[src/rtl/mms_pkg.sv]
// ----------------------------------------------------------------------------
// mms_pkg: shared constants and a helper for the menu marker scanner
// Byte codes, register indexes and the name character class.
// ----------------------------------------------------------------------------
package mms_pkg;

    // Default for MAX_NAME, the per-bank name buffer depth
    localparam int MAX_NAME_DEFAULT = 16;

    // Field and port widths
    localparam int BYTE_W      = 8;
    localparam int CHAR_W      = 7;
    localparam int ADDR_W      = 16;
    localparam int CFG_DATA_W  = 16;
    localparam int CFG_INDEX_W = 1;
    localparam int OUT_DATA_W  = 24;

    // Configuration register indexes
    localparam logic [CFG_INDEX_W-1:0] REG_LOAD_ADDRESS = 1'b0;
    localparam logic [CFG_INDEX_W-1:0] REG_DATA_LENGTH  = 1'b1;

    // Marker bytes
    localparam logic [BYTE_W-1:0] PROLOG_BYTE = 8'h7F;
    localparam logic [BYTE_W-1:0] EPILOG_MAX  = 8'h1F;
    localparam logic [BYTE_W-1:0] COLON_BYTE  = 8'h3A;

    // Letters, digits and colon may form a name
    function automatic logic name_ok(input logic [BYTE_W-1:0] b);
        logic ok;
        ok = ((b >= 8'h30) && (b <= 8'h39))
          || ((b >= 8'h41) && (b <= 8'h5A))
          || ((b >= 8'h61) && (b <= 8'h7A))
          || (b == COLON_BYTE);
        return ok;
    endfunction

endpackage

[src/rtl/mms_queue.sv]
// ----------------------------------------------------------------------------
// mms_queue: two-slot entry queue between scanner front and emitter back
// Each slot owns one bank of the name buffer; the slot pointer is the bank.
// ----------------------------------------------------------------------------
module mms_queue #(
    parameter int CNT_W = 5
) (
    input  logic                        clk,
    input  logic                        rst_n,
    input  logic                        push,
    input  logic [mms_pkg::ADDR_W-1:0]  push_addr,
    input  logic [CNT_W-1:0]            push_count,
    input  logic                        push_trunc,
    input  logic                        pop,
    output logic                        full,
    output logic                        empty,
    output logic                        wr_slot,
    output logic                        rd_slot,
    output logic [mms_pkg::ADDR_W-1:0]  head_addr,
    output logic [CNT_W-1:0]            head_count,
    output logic                        head_trunc
);
    import mms_pkg::*;

    logic [ADDR_W-1:0] addr_reg  [2];
    logic [CNT_W-1:0]  count_reg [2];
    logic              trunc_reg [2];

    logic       wptr_reg, wptr_next;
    logic       rptr_reg, rptr_next;
    logic [1:0] fill_reg, fill_next;

    always_comb
    begin
        wptr_next = push ? ~wptr_reg : wptr_reg;
        rptr_next = pop  ? ~rptr_reg : rptr_reg;
        fill_next = fill_reg + {1'b0, push} - {1'b0, pop};
    end

    always_ff @(posedge clk or negedge rst_n)
    begin
        if (!rst_n)
        begin
            wptr_reg <= 1'b0;
            rptr_reg <= 1'b0;
            fill_reg <= 2'd0;
        end
        else
        begin
            wptr_reg <= wptr_next;
            rptr_reg <= rptr_next;
            fill_reg <= fill_next;
        end
    end

    always_ff @(posedge clk)
    begin
        if (push)
        begin
            addr_reg[wptr_reg]  <= push_addr;
            count_reg[wptr_reg] <= push_count;
            trunc_reg[wptr_reg] <= push_trunc;
        end
    end

    assign full       = (fill_reg == 2'd2);
    assign empty      = (fill_reg == 2'd0);
    assign wr_slot    = wptr_reg;
    assign rd_slot    = rptr_reg;
    assign head_addr  = addr_reg[rptr_reg];
    assign head_count = count_reg[rptr_reg];
    assign head_trunc = trunc_reg[rptr_reg];

endmodule

[src/rtl/mms_front.sv]
// ----------------------------------------------------------------------------
// mms_front: byte classifier and prolog/name/epilog scanner
// Holds the configuration, tracks the byte position and collects name chars.
// ----------------------------------------------------------------------------
module mms_front #(
    parameter int MAX_NAME = mms_pkg::MAX_NAME_DEFAULT,
    parameter int CNT_W    = 5,
    parameter int IDX_W    = 4
) (
    input  logic                            clk,
    input  logic                            rst_n,
    input  logic                            cfg_we,
    input  logic [mms_pkg::CFG_INDEX_W-1:0] cfg_index,
    input  logic [mms_pkg::CFG_DATA_W-1:0]  cfg_wdata,
    input  logic                            in_valid,
    output logic                            in_ready,
    input  logic [mms_pkg::BYTE_W-1:0]      in_byte,
    input  logic                            q_full,
    output logic                            push,
    output logic [mms_pkg::ADDR_W-1:0]      push_addr,
    output logic [CNT_W-1:0]                push_count,
    output logic                            push_trunc,
    output logic                            wr_en,
    output logic [IDX_W-1:0]                wr_idx,
    output logic [mms_pkg::CHAR_W-1:0]      wr_char
);
    import mms_pkg::*;

    typedef enum logic [2:0] {
        PH_IDLE = 3'b001,
        PH_HALF = 3'b010,
        PH_NAME = 3'b100
    } phase_t;

    phase_t            phase_reg, phase_next;
    logic [15:0]       pos_reg, pos_next;
    logic [CNT_W-1:0]  count_reg, count_next;
    logic              ovf_reg, ovf_next;
    logic [ADDR_W-1:0] load_reg;
    logic [15:0]       len_reg;

    logic accept;
    logic name_room;
    logic prolog_room;
    logic is_prolog;

    assign in_ready    = !q_full;
    assign accept      = in_valid && in_ready;
    assign name_room   = ({1'b0, pos_reg} + 17'd1) < {1'b0, len_reg};
    assign prolog_room = ({1'b0, pos_reg} + 17'd4) < {1'b0, len_reg};
    assign is_prolog   = (in_byte == PROLOG_BYTE);

    always_comb
    begin
        phase_next = phase_reg;
        pos_next   = pos_reg;
        count_next = count_reg;
        ovf_next   = ovf_reg;
        push       = 1'b0;
        wr_en      = 1'b0;
        if (accept && (pos_reg < len_reg))
        begin
            if (pos_reg != 16'hFFFF)
            begin
                pos_next = pos_reg + 16'd1;
            end
            case (phase_reg)
                PH_NAME:
                begin
                    if (name_room && name_ok(in_byte))
                    begin
                        if (count_reg < CNT_W'(MAX_NAME))
                        begin
                            wr_en      = 1'b1;
                            count_next = count_reg + CNT_W'(1);
                        end
                        else
                        begin
                            ovf_next = 1'b1;
                        end
                    end
                    else
                    begin
                        // epilog byte: consumed whatever it is
                        push       = (in_byte <= EPILOG_MAX) && (count_reg != '0);
                        phase_next = PH_IDLE;
                        count_next = '0;
                        ovf_next   = 1'b0;
                    end
                end
                PH_HALF:
                begin
                    if (is_prolog)
                    begin
                        phase_next = PH_NAME;
                        count_next = '0;
                        ovf_next   = 1'b0;
                    end
                    else
                    begin
                        phase_next = PH_IDLE;
                    end
                end
                PH_IDLE:
                begin
                    phase_next = (is_prolog && prolog_room) ? PH_HALF : PH_IDLE;
                end
                default:
                begin
                    phase_next = PH_IDLE;
                end
            endcase
        end
    end

    assign push_addr  = load_reg + pos_reg + 16'd1;
    assign push_count = count_reg;
    assign push_trunc = ovf_reg;
    assign wr_idx     = count_reg[IDX_W-1:0];
    assign wr_char    = in_byte[CHAR_W-1:0];

    always_ff @(posedge clk or negedge rst_n)
    begin
        if (!rst_n)
        begin
            phase_reg <= PH_IDLE;
            pos_reg   <= 16'd0;
            count_reg <= '0;
            ovf_reg   <= 1'b0;
            load_reg  <= 16'd0;
            len_reg   <= 16'd1;
        end
        else
        begin
            phase_reg <= phase_next;
            pos_reg   <= pos_next;
            count_reg <= count_next;
            ovf_reg   <= ovf_next;
            if (cfg_we && (cfg_index == REG_LOAD_ADDRESS))
            begin
                load_reg <= cfg_wdata;
            end
            if (cfg_we && (cfg_index == REG_DATA_LENGTH))
            begin
                len_reg <= cfg_wdata;
            end
        end
    end

endmodule

[src/rtl/mms_back.sv]
// ----------------------------------------------------------------------------
// mms_back: name buffer and character emitter
// Reads queued entries out of the banked name buffer into the output register.
// ----------------------------------------------------------------------------
module mms_back #(
    parameter int MAX_NAME = mms_pkg::MAX_NAME_DEFAULT,
    parameter int CNT_W    = 5,
    parameter int IDX_W    = 4
) (
    input  logic                            clk,
    input  logic                            rst_n,
    input  logic                            wr_en,
    input  logic                            wr_bank,
    input  logic [IDX_W-1:0]                wr_idx,
    input  logic [mms_pkg::CHAR_W-1:0]      wr_char,
    input  logic                            q_empty,
    input  logic                            rd_bank,
    input  logic [mms_pkg::ADDR_W-1:0]      head_addr,
    input  logic [CNT_W-1:0]                head_count,
    input  logic                            head_trunc,
    output logic                            pop,
    output logic                            out_valid,
    input  logic                            out_ready,
    output logic [mms_pkg::CHAR_W-1:0]      out_char,
    output logic [mms_pkg::ADDR_W-1:0]      out_addr,
    output logic                            out_last,
    output logic                            out_trunc
);
    import mms_pkg::*;

    localparam int DEPTH = 2 * MAX_NAME;
    localparam int MEM_W = $clog2(DEPTH);

    logic [CHAR_W-1:0] name_mem [DEPTH];

    logic [IDX_W-1:0]  k_reg, k_next;
    logic              rd_valid_reg;
    logic [CHAR_W-1:0] rd_char_reg;
    logic [ADDR_W-1:0] rd_addr_reg;
    logic              rd_last_reg;
    logic              rd_trunc_reg;
    logic              out_valid_reg;

    logic              issue;
    logic              is_last;
    logic [MEM_W-1:0]  wr_ptr;
    logic [MEM_W-1:0]  rd_ptr;

    assign issue   = !q_empty && !rd_valid_reg && (!out_valid_reg || out_ready);
    assign is_last = ((CNT_W'(k_reg) + CNT_W'(1)) == head_count);
    assign pop     = issue && is_last;
    assign k_next  = is_last ? '0 : k_reg + IDX_W'(1);

    assign wr_ptr = wr_bank ? MEM_W'(MAX_NAME) + MEM_W'(wr_idx) : MEM_W'(wr_idx);
    assign rd_ptr = rd_bank ? MEM_W'(MAX_NAME) + MEM_W'(k_reg)  : MEM_W'(k_reg);

    always_ff @(posedge clk)
    begin
        if (wr_en)
        begin
            name_mem[wr_ptr] <= wr_char;
        end
        if (issue)
        begin
            rd_char_reg  <= name_mem[rd_ptr];
            rd_addr_reg  <= head_addr;
            rd_last_reg  <= is_last;
            rd_trunc_reg <= head_trunc;
        end
        if (rd_valid_reg)
        begin
            out_char  <= rd_char_reg;
            out_addr  <= rd_addr_reg;
            out_last  <= rd_last_reg;
            out_trunc <= rd_trunc_reg;
        end
    end

    always_ff @(posedge clk or negedge rst_n)
    begin
        if (!rst_n)
        begin
            k_reg         <= '0;
            rd_valid_reg  <= 1'b0;
            out_valid_reg <= 1'b0;
        end
        else
        begin
            if (issue)
            begin
                k_reg <= k_next;
            end
            rd_valid_reg <= issue;
            if (rd_valid_reg)
            begin
                out_valid_reg <= 1'b1;
            end
            else if (out_ready)
            begin
                out_valid_reg <= 1'b0;
            end
        end
    end

    assign out_valid = out_valid_reg;

endmodule

[src/rtl/menu_marker_scanner_top.sv]
// ----------------------------------------------------------------------------
// menu_marker_scanner_top: menu entry scanner over program image bytes
// Finds prolog/name/epilog menu markers and streams out the name characters.
// ----------------------------------------------------------------------------
// Feed the program bytes of an image, one per transaction, from position
// zero; set load_address and data_length beforehand. An input byte is
// accepted whenever the entry queue has room. When an entry ends, its name
// characters leave one per transaction, every character carrying the entry
// address, tlast on the final character and tuser set when the name was
// longer than MAX_NAME and cut. The emitter reads the name buffer through
// one registered read port, issuing no read while the last character is
// still in the read register. The queue holds two finished entries, one per
// buffer bank; input stalls only when both banks hold names not yet fully sent.
// ----------------------------------------------------------------------------
module menu_marker_scanner_top #(
    parameter int MAX_NAME = mms_pkg::MAX_NAME_DEFAULT
) (
    input  logic                            clk,
    input  logic                            rst_n,
    input  logic                            cfg_we,
    input  logic [mms_pkg::CFG_INDEX_W-1:0] cfg_index,
    input  logic [mms_pkg::CFG_DATA_W-1:0]  cfg_wdata,
    input  logic                            s_axis_tvalid,
    output logic                            s_axis_tready,
    input  logic [7:0]                      s_axis_tdata,   // [7:0] data_byte
    output logic                            m_axis_tvalid,
    input  logic                            m_axis_tready,
    output logic [23:0]                     m_axis_tdata,   // [6:0] name_char,
                                                            // [22:7] entry_address
    output logic                            m_axis_tlast,   // last_char
    output logic                            m_axis_tuser    // [0] truncated
);
    import mms_pkg::*;

    // count must hold MAX_NAME itself, index covers 0..MAX_NAME-1
    localparam int CNT_W = $clog2(MAX_NAME + 1);
    localparam int IDX_W = (MAX_NAME > 1) ? $clog2(MAX_NAME) : 1;

    logic              full;
    logic              empty;
    logic              wr_slot;
    logic              rd_slot;
    logic              push;
    logic              pop;
    logic [ADDR_W-1:0] push_addr;
    logic [CNT_W-1:0]  push_count;
    logic              push_trunc;
    logic [ADDR_W-1:0] head_addr;
    logic [CNT_W-1:0]  head_count;
    logic              head_trunc;
    logic              wr_en;
    logic [IDX_W-1:0]  wr_idx;
    logic [CHAR_W-1:0] wr_char;
    logic [CHAR_W-1:0] out_char;
    logic [ADDR_W-1:0] out_addr;

    // Classify bytes, track the scan phase and fill the current bank
    mms_front #(
        .MAX_NAME (MAX_NAME),
        .CNT_W    (CNT_W),
        .IDX_W    (IDX_W)
    ) u_front (
        .clk        (clk),
        .rst_n      (rst_n),
        .cfg_we     (cfg_we),
        .cfg_index  (cfg_index),
        .cfg_wdata  (cfg_wdata),
        .in_valid   (s_axis_tvalid),
        .in_ready   (s_axis_tready),
        .in_byte    (s_axis_tdata),
        .q_full     (full),
        .push       (push),
        .push_addr  (push_addr),
        .push_count (push_count),
        .push_trunc (push_trunc),
        .wr_en      (wr_en),
        .wr_idx     (wr_idx),
        .wr_char    (wr_char)
    );

    // Hold finished entries until the emitter has drained their bank
    mms_queue #(
        .CNT_W (CNT_W)
    ) u_queue (
        .clk        (clk),
        .rst_n      (rst_n),
        .push       (push),
        .push_addr  (push_addr),
        .push_count (push_count),
        .push_trunc (push_trunc),
        .pop        (pop),
        .full       (full),
        .empty      (empty),
        .wr_slot    (wr_slot),
        .rd_slot    (rd_slot),
        .head_addr  (head_addr),
        .head_count (head_count),
        .head_trunc (head_trunc)
    );

    // Read names out of the buffer and drive the output register
    mms_back #(
        .MAX_NAME (MAX_NAME),
        .CNT_W    (CNT_W),
        .IDX_W    (IDX_W)
    ) u_back (
        .clk        (clk),
        .rst_n      (rst_n),
        .wr_en      (wr_en),
        .wr_bank    (wr_slot),
        .wr_idx     (wr_idx),
        .wr_char    (wr_char),
        .q_empty    (empty),
        .rd_bank    (rd_slot),
        .head_addr  (head_addr),
        .head_count (head_count),
        .head_trunc (head_trunc),
        .pop        (pop),
        .out_valid  (m_axis_tvalid),
        .out_ready  (m_axis_tready),
        .out_char   (out_char),
        .out_addr   (out_addr),
        .out_last   (m_axis_tlast),
        .out_trunc  (m_axis_tuser)
    );

    assign m_axis_tdata = {1'b0, out_addr, out_char};

`ifndef SYNTHESIS
    // The front never finishes an entry while both banks are taken
    assert property (@(posedge clk) disable iff (!rst_n) push |-> !full)
        else $error("entry pushed into a full queue");

    // The emitter never retires an entry that was not queued
    assert property (@(posedge clk) disable iff (!rst_n) pop |-> !empty)
        else $error("entry popped from an empty queue");

    // The queue fills only through a finished entry
    assert property (@(posedge clk) disable iff (!rst_n) (!full && !push) |=> !full)
        else $error("queue became full without a push");

    // Input is held off exactly while both banks are in use
    assert property (@(posedge clk) disable iff (!rst_n) s_axis_tready == !full)
        else $error("input ready out of step with queue state");
`endif

endmodule
[config.mk]
export PLATFORM = sky130hd
export DESIGN_NAME = menu_marker_scanner_top
export DESIGN_NICKNAME = d
export VERILOG_FILES = /design/src/rtl/mms_pkg.sv /design/src/rtl/mms_queue.sv /design/src/rtl/mms_front.sv /design/src/rtl/mms_back.sv /design/src/rtl/menu_marker_scanner_top.sv
export SDC_FILE = /design/constraint.sdc
export NUM_CORES = 1
export LEC_CHECK = 0
export BUFFER_PORTS_ARGS = -buffer_cell sky130_fd_sc_hd__buf_4
export CAP_MARGIN = 20
export CORE_UTILIZATION = 40
export CTS_BUF_LIST = sky130_fd_sc_hd__clkbuf_16
export DETAILED_ROUTE_END_ITERATION = 12
export MAX_ROUTING_LAYER = met4
export SLEW_MARGIN = 20
export SYNTH_ARGS = -nofsm -noshare
export SYNTH_HDL_FRONTEND = slang
export SYNTH_SLANG_ARGS = --single-unit
[constraint.sdc]
create_clock -name clk -period 11.7 [get_ports clk]
set_input_delay 1.17 -clock clk [delete_from_list [all_inputs] [get_ports clk]]
set_output_delay 1.17 -clock clk [all_outputs]
set_load 0.005 [all_outputs]
After elaboration in Yosys (flattened, before gate mapping)
Memories as Yosys holds them, arrays and structs flattened. A register that Yosys moved wholly into a read port is not among the register bits.
Index checks and enable logic that the tools add are counted.
- $add $sub $neg: 12
- multipliers: 0
- div/mod/pow operators: 0
- magnitude comparators: 11
- eq/ne operators: 12
- shifts and indexed selects: 0
- multiplexer cells: 28
- bitwise gates (word level): 3
- reduce and logical (&&, ||, !) cells: 29
- operators with widths (cell ; count):
    $lt A17 B16 Y1 ; 2
    $add A16 B1 Y16 const B ; 2
    $mux W5 ; 5
    $add A16 B1 Y17 const B ; 1
    $add A16 B3 Y17 const B ; 1
    $add A16 B16 Y16 ; 1
    $ge A8 B7 Y1 const B ; 2
    $le A8 B7 Y1 const B ; 2
    $lt A16 B16 Y1 ; 1
    $mux W1 ; 16
    $ne A16 B16 Y1 const B ; 1
    $logic_and A1 B1 Y1 ; 13
    $add A5 B4 Y5 const A ; 2
    $pmux W5 S2 ; 1
    $pmux W3 S3 ; 1
    $eq A8 B6 Y1 const B ; 1
    $eq A8 B7 Y1 const B ; 1
    $ge A8 B6 Y1 const B ; 1
    $le A8 B5 Y1 const B ; 1
    $le A8 B6 Y1 const B ; 1
    $reduce_and A4 Y1 ; 2
    $mux W3 ; 2
    $ne A3 B3 Y1 const B ; 2
    $add A4 B1 Y5 const B ; 1
    other kinds (22) ; 32
- register bits: 93
- bits in latches: 0
- memory bits (writable): 268
- bits in read-only memories: 0
- memories: 4
- memories (memory ; words ; width ; rd ports ; clocked after Yosys merged registers in ; write ports ; RTL line ; RTL):
    u_back.name_mem ; 32 ; 7 ; 1 ; 1 ; 1 ; mms_back.sv:34 ; logic [CHAR_W-1:0] name_mem [DEPTH];
    u_queue.addr_reg ; 2 ; 16 ; 1 ; 1 ; 1 ; mms_queue.sv:25 ; logic [ADDR_W-1:0] addr_reg [2];
    u_queue.count_reg ; 2 ; 5 ; 1 ; 0 ; 1 ; mms_queue.sv:26 ; logic [CNT_W-1:0] count_reg [2];
    u_queue.trunc_reg ; 2 ; 1 ; 1 ; 1 ; 1 ; mms_queue.sv:27 ; logic trunc_reg [2];

Logic depth before layout (Yosys ltp)
- word-level depth: 11
- depth in mapped cells: 15

By module
Synthesis repeated with hierarchy kept, for this count alone.
- cell total of the unflattened synthesis: 1063
- area total of the unflattened synthesis: 17040.1 µm²
- modules (own cells, without submodules) (module ; instances ; cells an instance ; area each (µm²) ; seq. area each (µm²)):
    mms_back ; 1 ; 485 ; 10553.9 ; 8378.0
    mms_front ; 1 ; 493 ; 4687.0 ; 1428.9
    mms_queue ; 1 ; 83 ; 1788.0 ; 1421.4
    menu_marker_scanner_top ; 1 ; 2 ; 11.3 ; 0.0

Least setup slack after synthesis
Ideal clock, no wire load.
- kind: register to register
- start: register u_front.pos_reg[2]
- end: memory u_back.name_mem[13][0] (enable)
- setup time: 0.360 ns
- arrival time: 3.593 ns
- required time: 11.340 ns
- slack: 7.747 ns
- stages on the path, launching flop included: 16
- period minus slack after synthesis: 3.953 ns
- cells stage by stage: dfrtp_1 -> ha_1 -> and3_1 -> and3_1 -> nand2_1 -> nor2_1 -> xor2_1 -> ha_1 -> a21oi_1 -> o22ai_1 -> or4_1 -> a211o_1 -> a311oi_2 -> buf_6 -> nand4_4 -> nor2_1
- cells in the longest elaborated chain, start to end: 8
- RTL lines (item ; RTL line ; RTL):
    start: declaration ; mms_front.sv:36 ; logic [15:0] pos_reg, pos_next;
    start signal: assignment ; mms_front.sv:136 ; pos_reg <= pos_next;
    $add A16 B1 Y17 ; mms_front.sv:49 ; assign name_room = ({1'b0, pos_reg} + 17'd1) < {1'b0, len_reg};
    $lt A17 B16 Y1 ; mms_front.sv:49 ;
    $logic_and A1 B1 Y1 ; mms_front.sv:70 ; if (name_room && name_ok(in_byte))
    $mux W1 ; mms_front.sv:70 ;
    $mux W1 ; mms_front.sv:67 ; case (phase_reg)
    $mux W1 (*) ; mms_front.sv:61 ; if (accept && (pos_reg < len_reg))
    $mux W1 (*) ; mms_back.sv:59 ; if (wr_en)
    $mux W1 (not written as such) (*) ; mms_back.sv:61 ; name_mem[wr_ptr] <= wr_char;
    end: declaration ; mms_back.sv:34 ;
Every way passes the cells marked *; elsewhere a longest branch is shown, timed or not.

Worst setup path in the final report
- start: register u_front.pos_reg[2]
- end: memory u_back.name_mem[25][0] (enable)
The elaborated chain is that of the path after synthesis.

==> results.py <==
metrics = {
    "run_status": {
        "status": "finished, violations left",
        "violations": "DRC",
    },
    "pwr": {
        "leakage_nw": 6.81,
        "p_int_mw": 2.94,
        "vdd_drop_max_v": 0.000107,
        "p_sw_share_pct": 29.8,
        "p_seq_share_pct": 43.3,
        "combPwrFrac_pct": 26.8,
        "power_density_nw_per_um2": 219,
        "pwr-share-clk_pct": 29.9,
        "p_switching_mw": 1.24,
        "report.power.total_mw": 4.18,
    },
    "sta": {
        "drv_slew": 0,
        "period_needed_ns": 4.71,
        "fin_setup_tns_ns": 0,
        "max_slew_margin_pct": 27.1,
        "timing.final.ws_setup_ns": 6.99,
        "finalSetupViolCount": 0,
        "tightest_slew_ns": 1.09,
        "hold_slack_ns": 0.417,
        "hold_viol_final": 0,
        "rsz0062_at_grt": "no",
        "max_freq_ghz": 0.212,
        "min_period_over_period_pct": 40.3,
        "finClkSkew_ns": 0.0184,
    },
    "finish": {
        "final_cell_mix": "edfxtp_1, mux4_2, nor2_1, ha_1",
        "layout.nets": 1190,
        "diodes": 0,
        "post-route-util_pct": 46.3,
        "layout-drive-gt1-share_pct": 21.8,
        "area_growth_pct": 13.4,
        "layout_commonest_cell": "edfxtp_1",
        "largest_register_ffs": 224,
    },
    "critical_path": {
        "arrival_ns": 4.87,
        "crit_path_start_kind": "flip-flop",
        "path_max_fanout": 11,
        "criticalPathCategory": "flip-flop to flip-flop",
        "cp-end-kind": "flip-flop",
        "crit_required_ns": 11.86,
    },
    "yosys": {
        "synth_edf_count": 318,
        "avgSynthCellArea_sq_um": 16.4,
        "synthFlopType": "edfxtp_1",
        "syn_nets": 1123,
        "yosys_warnings": 0,
        "netlist_area_sq_um": 16800,
        "synthCells": 1024,
        "async_flop_share_pct": 17.4,
        "ys_types": 62,
        "synth_seq_cells": 385,
        "seq_area_frac_synth_pct": 66.7,
    },
    "cts": {
        "cts_setup_buffers": 0,
        "ctsResizeCount": 0,
        "cts_tree": "done",
        "cts_max_level": 2,
        "root_buffer": "clkbuf_16",
        "clk_latency_ns": 0.54,
        "clockBufferDepth": 3,
        "cts_hold_buf": 0,
        "numCtsBuffers": 39,
        "path_clk_slew_ns": 0.06,
        "clock-sinks": 385,
    },
    "worst_hold_path": {
        "min_path_type": "flip-flop to flip-flop",
    },
    "placed_design": {
        "hpwl_um": 24700,
        "place.gp.congestion": 0.839,
        "place_ws_ns": 7.01,
        "numPortBuffers": 56,
    },
    "grt": {
        "grt_pass1_vias": 9052,
        "gr-total-overflow": 0,
        "antenna_found_initial": 0,
        "grt_pass1_wl_um": 56900,
        "grt_start_max_net_pins": 68,
        "gr-usage-all-layers_pct": 18.3,
    },
    "route": {
        "drtIter0Drc": 683,
        "num_vias": 8867,
        "antenna_left": 0,
        "first_pass_iters": 9,
        "wl_per_cell_um": 22.6,
        "drcViolationCount": 7,
        "viasPerCell": 5.37,
        "drt_wl_total_um": 37200,
    },
    "die": {
        "die-area_sq_um": 42900,
        "start_util_pct": 40.8,
        "fp.dieW_um": 207,
        "die_h_um": 207,
        "placementRows": 74,
        "core_region_area_sq_um": 41200,
        "io_pins": 58,
    },
    "job": {
        "cap_violations": 0,
    },
}
routing by layer:
metal	track usage, %	vias up	routed length (um)
met4	5.51	0	897
met3	3.50	57	2300
li1	-	4058	-
met2	27.2	256	16900
met5	-	-	0
met1	25.5	4496	17100
cells in the mapped netlist (3+ instances only):
library cell	instances	area [sq um]
a21o_1	3	22.5
a21oi_1	35	175
a31oi_1	3	18.8
and2_1	7	43.8
buf_1	6	22.5
buf_2	9	45.0
clkbuf_1	19	71.3
dfrtp_1	65	1630
edfxtp_1	318	9550
ha_1	68	851
inv_1	40	150
mux2_1	14	158
mux2_2	43	484
mux2i_1	6	60.1
mux4_2	70	1580
nand2_1	60	225
nand2b_1	6	37.5
nand3_1	20	100
nand4_1	8	50.1
nand4_4	4	85.1
nor2_1	68	255
nor2b_1	5	31.3
nor3_1	7	35.0
nor3b_1	3	22.5
o211ai_1	3	22.5
o21ai_0	10	50.1
o21ai_1	12	60.1
o22ai_1	5	31.3
or3_1	4	25.0
xnor2_1	34	298
xor2_1	29	254
power by group through the flow:
stage                     Clock (mW)  Combinational [mW]  Sequential, mW
after global placement             0                1.12            1.84
after global routing            1.32                1.22            1.83
after CTS                       1.27                1.13            1.81
after detailed placement           0                1.12            1.84
final                           1.25                1.12            1.81
after floorplan                    0               0.774            1.79
cell families after synthesis:
logic type,count (synthesis),synth area share [%]
compound gates,90,3.26
xor+xnor,63,3.28
fa+ha+maj,69,5.18
buf+inv,78,1.90
flops,385,66.7
mux,133,13.5
other cells,1,0.0223
simple gates,205,6.09
critical path, cell delays in order (launching register included):
cell      delay, ns
dfrtp_1        0.51
nand3_1        0.22
nor3_1         0.69
nand2_1        0.16
nor2_1         0.21
xor2_1         0.09
ha_1           0.20
a21oi_1        0.14
o22ai_1        0.08
or4_1          0.39
a211o_1        0.29
a311oi_2       0.18
buf_4          0.27
nand4_4        0.31
nor2_1         0.58
worst paths after layout:
check                                  startpoint                     end  slack (ns)  depth (start not counted)
max in group asynchronous                   rst_n         u_back.k_reg[0]       10.22                          1
min in group asynchronous                   rst_n      u_front.len_reg[8]        0.78                          1
min reg2reg                u_back.rd_addr_reg[14]     u_back.out_addr[14]        0.42                          0
max                            u_front.pos_reg[2]  u_back.name_mem[25][0]        6.99                         14
min                        u_back.rd_addr_reg[14]     u_back.out_addr[14]        0.42                          0
max reg2reg                    u_front.pos_reg[2]  u_back.name_mem[25][0]        6.99                         14
per-stage QoR:
| stage | cells | instance area [sq um] |
|---|---|---|
| after floorplan | 1024 | 16800 |
| after global placement | 1582 | 17800 |
| after detailed placement | 1582 | 17800 |
| after CTS | 1650 | 19100 |
| after global routing | 1650 | 19100 |
| final | 1650 | 19100 |
final cells by class:
type,instances,area [sq um]
timing repair buffer,63,477
tap,532,666
fill,3496,22100
clock buffer,39,976
clock inverter,29,290
multi-input combinational,561,5280
inverter,41,154
sequential,385,11200
(Power assumes the default switching activity.)
